[src/hdl/trbic_pkg.sv]
// Package: shared constants, codes and types of the two-ring bit instruction core.
`timescale 1ns / 1ps
package trbic_pkg;

   localparam int MEM_DEPTH_DEF     = 4096;
   localparam int RING_SIZE         = 12;
   localparam int MAX_PROG_BITS_DEF = 1048576;
   localparam int PC_W              = 21;
   localparam int POS_W             = 4;
   localparam int WORD_W            = 32;
   localparam int ST_W              = 3;
   localparam int RDREQ_W           = 2;
   localparam int QUEUE_DEPTH       = 2;

   localparam logic [POS_W-1:0] RING_LAST = POS_W'(RING_SIZE - 1);

   localparam logic [ST_W-1:0] ST_RUN  = 3'd0;
   localparam logic [ST_W-1:0] ST_END  = 3'd1;
   localparam logic [ST_W-1:0] ST_OOB  = 3'd2;
   localparam logic [ST_W-1:0] ST_FULL = 3'd3;
   localparam logic [ST_W-1:0] ST_DIV0 = 3'd4;

   localparam logic [RDREQ_W-1:0] RD_NONE = 2'd0;
   localparam logic [RDREQ_W-1:0] RD_INT  = 2'd1;
   localparam logic [RDREQ_W-1:0] RD_CHAR = 2'd2;

   localparam logic REQ_BIT    = 1'b0;
   localparam logic REQ_ANSWER = 1'b1;

   // operations ring commands
   localparam logic [POS_W-1:0] OP_NOOP = 4'd0;
   localparam logic [POS_W-1:0] OP_EXIT = 4'd1;
   localparam logic [POS_W-1:0] OP_ONE  = 4'd2;
   localparam logic [POS_W-1:0] OP_ZERO = 4'd3;
   localparam logic [POS_W-1:0] OP_LOAD = 4'd4;
   localparam logic [POS_W-1:0] OP_STOR = 4'd5;
   localparam logic [POS_W-1:0] OP_PADD = 4'd6;
   localparam logic [POS_W-1:0] OP_DADD = 4'd7;
   localparam logic [POS_W-1:0] OP_LAND = 4'd8;
   localparam logic [POS_W-1:0] OP_IF   = 4'd9;
   localparam logic [POS_W-1:0] OP_INTIO = 4'd10;
   localparam logic [POS_W-1:0] OP_ASCIO = 4'd11;

   // math ring commands
   localparam logic [POS_W-1:0] MA_NOOP = 4'd0;
   localparam logic [POS_W-1:0] MA_LOAD = 4'd1;
   localparam logic [POS_W-1:0] MA_STOR = 4'd2;
   localparam logic [POS_W-1:0] MA_ADD  = 4'd3;
   localparam logic [POS_W-1:0] MA_MULT = 4'd4;
   localparam logic [POS_W-1:0] MA_DIV  = 4'd5;
   localparam logic [POS_W-1:0] MA_ZERO = 4'd6;
   localparam logic [POS_W-1:0] MA_LT   = 4'd7;
   localparam logic [POS_W-1:0] MA_GT   = 4'd8;
   localparam logic [POS_W-1:0] MA_EQ   = 4'd9;
   localparam logic [POS_W-1:0] MA_NOT  = 4'd10;
   localparam logic [POS_W-1:0] MA_NEG  = 4'd11;

   typedef struct packed {
      logic              req_type;
      logic              prog_bit;
      logic [WORD_W-1:0] read_data;
   } req_type_type;

   typedef struct packed {
      logic [PC_W-1:0]    next_pc;
      logic [ST_W-1:0]    status;
      logic [RDREQ_W-1:0] read_request;
      logic               write_valid;
      logic               write_kind;
      logic [WORD_W-1:0]  write_value;
   } rsp_type;

   // classified item handed from front to back
   typedef struct packed {
      logic              answer;
      logic              prog_bit;
      logic [WORD_W-1:0] read_data;
   } item_type;

   function automatic logic [POS_W-1:0] turn(input logic [POS_W-1:0] pos, input logic ccw);
      logic [POS_W-1:0] r;
      if (!ccw) r = (pos >= RING_LAST) ? '0 : pos + 1'b1;
      else      r = (pos == '0 || pos > RING_LAST) ? RING_LAST : pos - 1'b1;
      return r;
   endfunction

endpackage

[src/hdl/trbic_if.sv]
// Interfaces: valid/ready channel for requests and responses.
`timescale 1ns / 1ps
interface trbic_req_if;
   import trbic_pkg::*;
   logic         valid;
   logic         ready;
   req_type_type payload;
   modport source (output valid, output payload, input ready);
   modport sink   (input valid, input payload, output ready);
endinterface


[src/hdl/trbic_front.sv]
// Front end: accept requests, classify them and queue them for execution.
`timescale 1ns / 1ps
module trbic_front (
   input  logic                  clock,
   input  logic                  reset,
   trbic_req_if.sink             req,
   output logic                  q_valid,
   output trbic_pkg::item_type   q_item,
   input  logic                  q_pop
);
   import trbic_pkg::*;

   localparam int CNT_W = $clog2(QUEUE_DEPTH + 1);
   localparam int IDX_W = (QUEUE_DEPTH > 1) ? $clog2(QUEUE_DEPTH) : 1;

   item_type          slot_ff [QUEUE_DEPTH];
   logic [IDX_W-1:0]  wr_ff, wr_in, rd_ff, rd_in;
   logic [CNT_W-1:0]  cnt_ff, cnt_in;
   logic              push;
   item_type          cls;

   always_comb begin
      cls.answer    = (req.payload.req_type == REQ_ANSWER);
      cls.prog_bit  = req.payload.prog_bit;
      cls.read_data = req.payload.read_data;
   end

   assign req.ready = (cnt_ff != CNT_W'(QUEUE_DEPTH));
   assign push      = req.valid && req.ready;
   assign q_valid   = (cnt_ff != '0);
   assign q_item    = slot_ff[rd_ff];

   always_comb begin
      wr_in  = wr_ff;
      rd_in  = rd_ff;
      cnt_in = cnt_ff;
      if (push) wr_in = (wr_ff == IDX_W'(QUEUE_DEPTH - 1)) ? '0 : wr_ff + 1'b1;
      if (q_pop) rd_in = (rd_ff == IDX_W'(QUEUE_DEPTH - 1)) ? '0 : rd_ff + 1'b1;
      if (push && !q_pop) cnt_in = cnt_ff + 1'b1;
      else if (!push && q_pop) cnt_in = cnt_ff - 1'b1;
   end

   always_ff @(posedge clock) begin
      if (reset) begin
         wr_ff  <= '0;
         rd_ff  <= '0;
         cnt_ff <= '0;
      end else begin
         wr_ff  <= wr_in;
         rd_ff  <= rd_in;
         cnt_ff <= cnt_in;
      end
   end

   always_ff @(posedge clock) begin
      if (push) slot_ff[wr_ff] <= cls;
   end

endmodule

[src/flat_wrapper.sv]
// flat-port wrapper written by rule: the top's interface ports become plain ports
module trbic_front_flat import trbic_pkg::*;
  (clock, reset, q_valid, q_item, q_pop, req_valid, req_payload, req_ready);
  trbic_req_if req_i ();
  input  logic clock;
  input  logic reset;
  output logic q_valid;
  output trbic_pkg::item_type q_item;
  input  logic q_pop;
  input wire logic [$bits(req_i.valid)-1:0] req_valid;
  input wire logic [$bits(req_i.payload)-1:0] req_payload;
  output wire logic [$bits(req_i.ready)-1:0] req_ready;
  assign req_i.valid = req_valid;
  assign req_i.payload = req_payload;
  assign req_ready = req_i.ready;
  trbic_front u_core (.clock(clock), .reset(reset), .req(req_i), .q_valid(q_valid), .q_item(q_item), .q_pop(q_pop));
endmodule
[config.mk]
export PLATFORM = sky130hd
export DESIGN_NAME = trbic_front_flat
export DESIGN_NICKNAME = d
export VERILOG_FILES = /design/src/hdl/trbic_pkg.sv /design/src/hdl/trbic_if.sv /design/src/hdl/trbic_front.sv /design/src/flat_wrapper.sv
export SDC_FILE = /design/constraint.sdc
export NUM_CORES = 1
export LEC_CHECK = 0
export BUFFER_PORTS_ARGS = -buffer_cell sky130_fd_sc_hd__buf_4
export CORE_ASPECT_RATIO = 1.2
export CORE_UTILIZATION = 33
export DETAILED_ROUTE_END_ITERATION = 8
export SLEW_MARGIN = 20
export SYNTH_ARGS = -nofsm -noshare
export SYNTH_HDL_FRONTEND = slang
export SYNTH_SLANG_ARGS = --single-unit
[constraint.sdc]
create_clock -name clock -period 3.45 [get_ports clock]
set_clock_uncertainty 0.1 [all_clocks]
set_input_delay 1.035 -clock clock [delete_from_list [all_inputs] [get_ports clock]]
set_output_delay 1.035 -clock clock [all_outputs]
set_load 0.03 [all_outputs]
==> results_dict.tcl, run 1 <==
set metrics [dict create \
    status "finished, violations left" \
    violations "design-rule violations" \
    slew_viol_final 0 \
    max_freq_mhz 378 \
    ys_seq_area_share_pct 79.9 \
    grt_max_degree 35 \
    maxCapViolCount 0 \
    core_area_sq_um 7790 \
    cts.sinks 73 \
    final.setup.worst_slack_ns 0.807 \
    critPathBufInv 2 \
    synth_area_sq_um 2680 \
    grt_pass1_vias 1393 \
    critPathKind "reg -> out" \
    area_growth_pct 31.2 \
    irDropWorstVdd_mv 0.340 \
    period_minus_slack_ns 2.64 \
    hold_buffers 0 \
    worst_pin_slew_ns 0.817 \
    cts.path.max_buffers 2 \
    ys_warn_count 0 \
    drt_iter0_drc 55 \
    critPathMaxFanout 21 \
    synth_fp_nets 169 \
    cts_tree "done" \
    path_delay_family "buffers and inverters" \
    synth.ff_latch_count 73 \
    syn_inst 130 \
    critPathArrivalTime_ns 1.51 \
    combPwrFrac_pct 21.9 \
    p_int_w 0.00152 \
    p_leak_nw 1.32 \
    drc_errors 6 \
    final_nets 252 \
    slew_headroom_pct 45.5 \
    finalSetupViolations 0 \
    ys_types 19 \
    hold_class "reg -> reg" \
    synth.avg_cell_area_sq_um 20.6 \
    cp_data_required_time_ns 2.31 \
    cts_root_buf "clkbuf_8" \
    die_x_um 84.3 \
    cts_buffers 9 \
    powerDensity_nw_per_um2 599 \
    clkPwrFrac_pct 26.2 \
    sequentialPowerShare_pct 51.9 \
    routed_wl_um 4460 \
    switching_share_pct 27.7 \
    antenna_left 0 \
    fin_total_pwr_w 0.00211 \
    avgViaCountPerCell 4.46 \
    track_usage_pct 11.2 \
    final_hold_viol_count 0 \
    start_util_pct 34.4 \
    finalCritPeriodShare_pct 76.6 \
    cp-end-kind "primary output" \
    crit_path_top_delay_cell "mux2_2" \
    firstDrtPassIters 5 \
    switchingPower_w 0.000584 \
    route.vias.total 1383 \
    most-common-layout-cells "buf_4 (75), edfxtp_1 (68), mux2_2 (34), clkbuf_8 (9), dfxtp_1 (5)" \
    io_buffers 73 \
    gp_congestion 0.647 \
    rows 35 \
    drive_above_1_share_pct 58.3 \
    startpoint_type "flop" \
    post_cts_buffers 0 \
    fp.dieH_um 101 \
    clkSlewWorstSetupHoldPaths_ns 0.06 \
    fin_tns_setup_ns 0 \
    cts_resized 0 \
    clkLatencyLatePin_ns 0.33 \
    place_ws_ns 1.04 \
    rsz0062_at_grt "false" \
    antenna_found_initial 0 \
    ioPinCount 74 \
    wl_per_cell_um 14.4 \
    grt_pass1_wl_um 6840 \
    slowest_delay_ns 0.39 \
    cp_common_cell "buf_4" \
    overflow 0 \
    final_common_cell "buf_4" \
    fp.dieArea_sq_um 8490 \
    n_antenna_cell 0 \
    crit_chain "buf_4 -> mux2_2 -> buf_4" \
    cts_max_level 3 \
]
-- per-stage QoR --
stage | std cells | cell area [sq um] | utilization (%) | hold WS, ns
2_1_floorplan | 130 | 2680 | - | 0.380
6_report | 310 | 3520 | 45.1 | 0.413
5_1_grt | 310 | 3520 | 45.1 | 0.449
4_1_cts | 310 | 3520 | 45.1 | 0.425
3_5_place_dp | 294 | 3350 | 43.0 | 0.402
3_3_place_gp | 294 | 3350 | 43.0 | 0.394
-- power by group through the flow --
stage	logic (W)	clock network, W	registers [W]
CTS	0.000472	0.000567	0.00110
finish	0.000462	0.000553	0.00109
detailed placement	0.000470	0	0.00111
global placement	0.000468	0	0.00111
global route	0.000492	0.000602	0.00110
floorplan	0.000292	0	0.00111
-- final cells by class --
type,instances,area (sq um)
clock buffers,11,131
clock inverters,5,32.5
fillers,712,4280
inverters,2,7.51
multi-input cells,51,505
flip-flops and latches,73,2140
well taps,92,115
repair buffers,76,583
-- path summary, 6_finish.rpt --
check / to / cells past startpoint / slack (ns) / from
worst max-delay path: q_item[4] / 3 / 0.81 / flop
worst max register to register: u_core.slot_ff[1][5]$_DFFE_PP_ / 2 / 1.66 / u_core.cnt_ff[0]$_SDFFE_PP0P_
worst min-delay path: u_core.rd_ff$_SDFFE_PP0P_ / 2 / 0.41 / u_core.rd_ff$_SDFFE_PP0P_
worst min register to register: u_core.rd_ff$_SDFFE_PP0P_ / 2 / 0.41 / u_core.rd_ff$_SDFFE_PP0P_
-- state kept, by name, indices dropped and copies added (netlist names), named ones only --
register,cells
u_core.cnt_ff,2
u_core.rd_ff,1
u_core.wr_ff,1
u_core.slot_ff,68
-- cell families (layout without fill, tap and decap cells) --
group | Yosys count | in the layout | synth area share (%)
XOR/XNOR | 3 | 3 | 0.980
flip-flops | 73 | 73 | 79.9
buffers and inverters | 6 | 94 | 1.31
AO/OA/AOI/OAI | 4 | 4 | 0.933
multiplexers | 34 | 34 | 14.3
AND/OR/NAND/NOR | 9 | 9 | 2.15
adder cells (fa/ha/maj) | 1 | 1 | 0.467
-- cell usage after synthesis --
master | instances | area share [%]
or3_1 | 1 | 0.23
xnor2_1 | 1 | 0.33
nand2b_4 | 1 | 0.51
or2_2 | 1 | 0.23
dfxtp_1 | 5 | 3.7
a21oi_1 | 2 | 0.37
a21bo_2 | 1 | 0.37
inv_1 | 2 | 0.28
mux2_2 | 34 | 14
and2_1 | 1 | 0.23
nor2_1 | 3 | 0.42
edfxtp_1 | 68 | 76
ha_1 | 1 | 0.47
nand3b_1 | 1 | 0.28
and3_1 | 1 | 0.23
buf_2 | 1 | 0.19
o21ai_0 | 1 | 0.19
buf_4 | 3 | 0.84
xor2_1 | 2 | 0.65
-- layer usage --
layer | routed length (um) | global-route usage, %
met1 | 1650 | 12.3
met2 | 2460 | 18.9
met3 | 226 | 3.03
met4 | 114 | 7.96
met5 | 0 | 0
-- worst reg2reg max path, stage by stage, from the launching register on --
cell and delay (ns):
dfxtp_1 0.39, nand2b_4 0.17, and3_2 0.73
(Power assumes the default switching activity.)
==> run 2: changes to the inputs <==
- clock period: 3.45 -> 2.66 ns (I/O delays scaled with it)
==> run 2 against run 1 <==
Against the previous run:
- the run still ends with design-rule violations left
- global-route usage grew 1.1 points
- cell area grew 1.3%
- sequential share of layout area shrank 0.79 points
- critical endpoint is now q_item[11]
- clock power grew 54%
- utilization grew 0.59 points
- final cell count grew 0.65%
==> results_dict.tcl, run 2 (synthesis gave the netlist of run 1 again) <==
set metrics [dict create \
    status "finished, violations left" \
    violations "design-rule violations" \
    clkPwrFrac_pct 29.6 \
    critPathKind "reg -> out" \
    rows 35 \
    cts_tree "done" \
    irDropWorstVdd_mv 0.421 \
    drc_errors 6 \
    n_antenna_cell 0 \
    critPathArrivalTime_ns 1.51 \
    clkLatencyLatePin_ns 0.34 \
    final_area_sq_um 3560 \
    cts.sinks 73 \
    hold_path_end "u_core.rd_ff$_SDFFE_PP0P_" \
    placed_cells 296 \
    ioPinCount 74 \
    clkSlewWorstSetupHoldPaths_ns 0.08 \
    final_util_pct 45.7 \
    core_area_sq_um 7790 \
    dpl_cell_area_sq_um 3370 \
    r2r-start "u_core.cnt_ff[0]$_SDFFE_PP0P_" \
    finalCritPeriodShare_pct 90.6 \
    n_fill_cell 704 \
    final_nets 254 \
    start_util_pct 34.4 \
    firstDrtPassIters 6 \
    final_common_cell "buf_4" \
    antenna_left 0 \
    r2r_cells 3 \
    grt_max_degree 22 \
    fin_cells 312 \
    wl_per_cell_um 15.6 \
    finalSetupViolations 0 \
    startpoint_type "flop" \
    io_buffers 73 \
    hold_class "reg -> reg" \
    hp-start "u_core.rd_ff$_SDFFE_PP0P_" \
    r2r-end "u_core.slot_ff[1][16]$_DFFE_PP_" \
    post-dp-hpwl_um 3210 \
    maxCapViolCount 0 \
    gp_congestion 0.701 \
    regArea_sq_um 2140 \
    regMostFlops "u_core.slot_ff" \
    combPwrFrac_pct 21.0 \
    track_usage_pct 12.4 \
    powerDensity_nw_per_um2 805 \
    most-common-layout-cells "buf_4 (77), edfxtp_1 (68), mux2_2 (34), clkbuf_8 (9), dfxtp_1 (5)" \
    area_growth_pct 32.9 \
    overflow 0 \
    cts_max_level 3 \
    cts_buffers 9 \
    p_int_w 0.00207 \
    fin_tns_setup_ns 0 \
    cp-end-kind "primary output" \
    cts.path.max_buffers 2 \
    post_cts_buffers 0 \
    slew_headroom_pct 73.6 \
    p_leak_nw 1.34 \
    grt_pass1_vias 1501 \
    reg_top3 "u_core.slot_ff: 68 flops, u_core.cnt_ff: 2 flops" \
    largest_register_ffs 68 \
    sequentialPowerShare_pct 49.4 \
    critPathMaxFanout 21 \
    routed_wl_um 4880 \
    route.vias.total 1412 \
    fp.dieArea_sq_um 8490 \
    cts_resized 0 \
    cts_root_buf "clkbuf_8" \
    hold_buffers 0 \
    switchingPower_w 0.000798 \
    avgViaCountPerCell 4.53 \
    drt_iter0_drc 57 \
    worst_pin_slew_ns 0.396 \
    multiInputGateArea_sq_um 505 \
    antenna_found_initial 0 \
    cp_data_required_time_ns 1.76 \
    final_hold_viol_count 0 \
    worstHoldPathCells 2 \
    grt_pass1_wl_um 7490 \
    switching_share_pct 27.8 \
    rsz0062_at_grt "false" \
    max_freq_mhz 415 \
    slew_viol_final 0 \
    fp.dieH_um 101 \
    period_minus_slack_ns 2.41 \
    timing.hold.ws_ns 0.427 \
    die_x_um 84.3 \
    r2r_slack_ns 1.01 \
    drive_above_1_share_pct 60.0 \
]
-- run 2: power groups by stage --
stage	logic (W)	registers, W	clock network, W
after global routing	0.000640	0.00143	0.000936
after floorplan	0.000379	0.00144	0
after CTS	0.000616	0.00142	0.000888
after global placement	0.000610	0.00144	0
after detailed placement	0.000614	0.00145	0
final	0.000604	0.00142	0.000849
-- run 2: routing by layer --
layer	global-route usage, %	share of wire (%)	vias to the layer above
met3	3.93	4.8	11
met1	12.8	39	696
met2	21.6	54	36
li1	-	-	669
met4	7.96	2.4	0
met5	0	0	-
-- run 2: worst max path at each step --
stage / start / end / slack (ns) / cells after the start
after floorplan: req_valid / u_core.slot_ff[1][0]$_DFFE_PP_ / 0.49 / 1
after global placement: flop / q_item[16] / 0.59 / 3
after detailed placement: flop / q_item[11] / 0.58 / 3
after CTS: flop / q_item[11] / 0.19 / 3
after global routing: flop / q_item[11] / 0.18 / 3
final: flop / q_item[11] / 0.25 / 3
-- run 2: cell type report --
cell class                      count  area share (%)
Clock buffer                        9            3.48
Clock inverter                      7            2.00
Inverter                            2           0.211
Multi-Input combinational cell     51            14.2
Sequential cell                    73            60.1
Tap cell                           92            3.23
Timing Repair Buffer               78            16.8
-- run 2: worst max-delay path: stages (launching register included) --
cell     delay [ns]
dfxtp_1        0.33
buf_4          0.29
mux2_2         0.38
buf_4          0.17
-- run 2: per-stage QoR --
stage	power, W	worst slack, ns
2_1_floorplan	0.00182	0.489
5_1_grt	0.00301	0.176
3_3_place_gp	0.00205	0.586
4_1_cts	0.00292	0.193
6_report	0.00287	0.250
3_5_place_dp	0.00206	0.583
==> run 3: changes to the inputs <==
- PLACE_DENSITY: unset -> 0.52
==> run 3 against run 2 <==
Against the previous run:
- the run still ends with design-rule violations left
- combinational power about the same
- highest routed layer unchanged
- register-to-register slack got worse by 0.03 ns
- largest cell class unchanged
- non-clock buffer count unchanged
- critical path depth unchanged
- clock-buffer cell count increased by 1
- first-iteration DRC count increased by 54%
- total power decreased by 4.7%
- cell area decreased by 0.91%
- fmax increased by 2.3%
- utilization decreased by 0.42 points
- hold slack improved by 0.035 ns
==> results_dict.tcl, run 3 (synthesis gave the netlist of run 1 again) <==
set metrics [dict create \
    startpoint_type "flop" \
    crit_path_top_delay_cell "mux2_2" \
    cp_data_required_time_ns 1.76 \
    slew_viol_final 0 \
    powerDensity_nw_per_um2 774 \
    final_common_cell "buf_4" \
    n_antenna_cell 0 \
    wl_per_cell_um 15.8 \
    cts_tree "done" \
    fin_tns_setup_ns 0 \
    hold_buffers 0 \
    io_buffers 73 \
    route.vias.total 1403 \
    grt_pass1_wl_um 7850 \
    regMostFlops "u_core.slot_ff" \
    critPathKind "reg -> out" \
    fin_total_pwr_w 0.00273 \
    final_nets 254 \
    die_x_um 84.3 \
    clkLatencyLatePin_ns 0.33 \
    antenna_left 0 \
    final_hold_viol_count 0 \
    reg_top3 "u_core.slot_ff: 68 flops, u_core.cnt_ff: 2 flops" \
    drt_iter0_drc 88 \
    irDropWorstVdd_mv 0.299 \
    maxCapViolCount 0 \
    fp.dieH_um 101 \
    start_util_pct 34.4 \
    path_delay_family "buffers and inverters" \
    routed_wl_um 4920 \
    worst_pin_slew_ns 0.434 \
    rsz0062_at_grt "false" \
    ioPinCount 74 \
    firstDrtPassIters 6 \
    dpl_cell_area_sq_um 3370 \
    largest_register_ffs 68 \
    cp_common_cell "buf_4" \
    avgViaCountPerCell 4.50 \
    max_freq_mhz 425 \
    overflow 0 \
    violations "design-rule violations" \
    hp-start "u_core.cnt_ff[1]$_SDFFE_PP0P_" \
    drc_errors 4 \
    drive_above_1_share_pct 59.5 \
    rows 35 \
    slowest_delay_ns 0.37 \
    grt_max_degree 19 \
    r2r-start "u_core.cnt_ff[0]$_SDFFE_PP0P_" \
    multiInputGateArea_sq_um 505 \
    cts.sinks 73 \
    n_fill_cell 711 \
    cp-end-kind "primary output" \
    cts_root_buf "clkbuf_8" \
    cts_max_level 3 \
    period_minus_slack_ns 2.36 \
    track_usage_pct 12.7 \
    cts_buffers 9 \
    final_area_sq_um 3530 \
    cts_resized 0 \
    fp.dieArea_sq_um 8490 \
    slew_headroom_pct 71.1 \
    post_cts_buffers 0 \
    critPathArrivalTime_ns 1.46 \
    clkSlewWorstSetupHoldPaths_ns 0.07 \
    core_area_sq_um 7790 \
    area_growth_pct 31.7 \
    most-common-layout-cells "buf_4 (77), edfxtp_1 (68), mux2_2 (34), clkbuf_8 (9), dfxtp_1 (5)" \
    finalCritPeriodShare_pct 88.5 \
    post-dp-hpwl_um 3500 \
    critPathBufInv 2 \
    finalSetupViolations 0 \
    grt_pass1_vias 1598 \
    cts.path.max_buffers 2 \
    crit_chain "buf_4 -> mux2_2 -> buf_4" \
    critPathMaxFanout 18 \
    gp_congestion 0.669 \
    p_leak_nw 1.33 \
    antenna_found_initial 0 \
    regArea_sq_um 2140 \
    status "finished, violations left" \
    hold_class "reg -> reg" \
]
run 3: cell types whose count changed in the layout (fill, tap and decap cells not counted):
| cell | delta |
|---|---|
| bufinv_16 | -1 |
| clkinv_2 | +2 |
| clkinv_4 | -1 |
| clkbuf_1 | +1 |
| clkinvlp_4 | -1 |
run 3: final timing paths:
check	slack, ns	endpoint	cells after the start
setup / recovery	0.30	q_item[21]	3
hold / removal	0.46	u_core.cnt_ff[1]$_SDFFE_PP0P_	2
setup reg to reg	0.98	u_core.cnt_ff[1]$_SDFFE_PP0P_	5
hold reg to reg	0.46	u_core.cnt_ff[1]$_SDFFE_PP0P_	2
run 3: area by class of cell:
class	instances	share of cell area, %
Tap cell	92	3.26
Inverter	2	0.213
Clock buffer	10	3.61
Sequential cell	73	60.7
Clock inverter	6	0.992
Timing Repair Buffer	78	16.9
Multi-Input combinational cell	51	14.3
run 3: power by group:
group | leakage, nW | switching [W] | internal (W) | total [W]
registers | 0.676 | 0.0000333 | 0.00139 | 0.00142
logic | 0.574 | 0.000351 | 0.000255 | 0.000606
clock network | 0.0818 | 0.000375 | 0.000332 | 0.000707
total | 1.33 | 0.000760 | 0.00197 | 0.00273
run 3: worst reg2reg max path: stages (launching register included):
cell      delay [ns]
dfxtp_1         0.35
nand2b_4        0.17
and2_1          0.17
ha_1            0.31
or3_1           0.36
a21oi_1         0.16
run 3: routing by layer:
metal	up-vias	GRT usage [%]	wire (um)
li1	669	-	-
met1	688	12.5	1740
met2	35	23.7	2860
met3	11	4.01	190
met4	0	6.90	125
met5	-	0	0
run 3: per-stage QoR:
stage / setup slack [ns] / cells / util, % / hold WS [ns]
global placement: 0.639 / 296 / 43.2 / 0.402
detailed placement: 0.595 / 296 / 43.2 / 0.452
finish: 0.305 / 312 / 45.3 / 0.462
floorplan: 0.489 / 130 / - / 0.380
CTS: 0.261 / 312 / 45.3 / 0.472
global route: 0.202 / 312 / 45.3 / 0.487
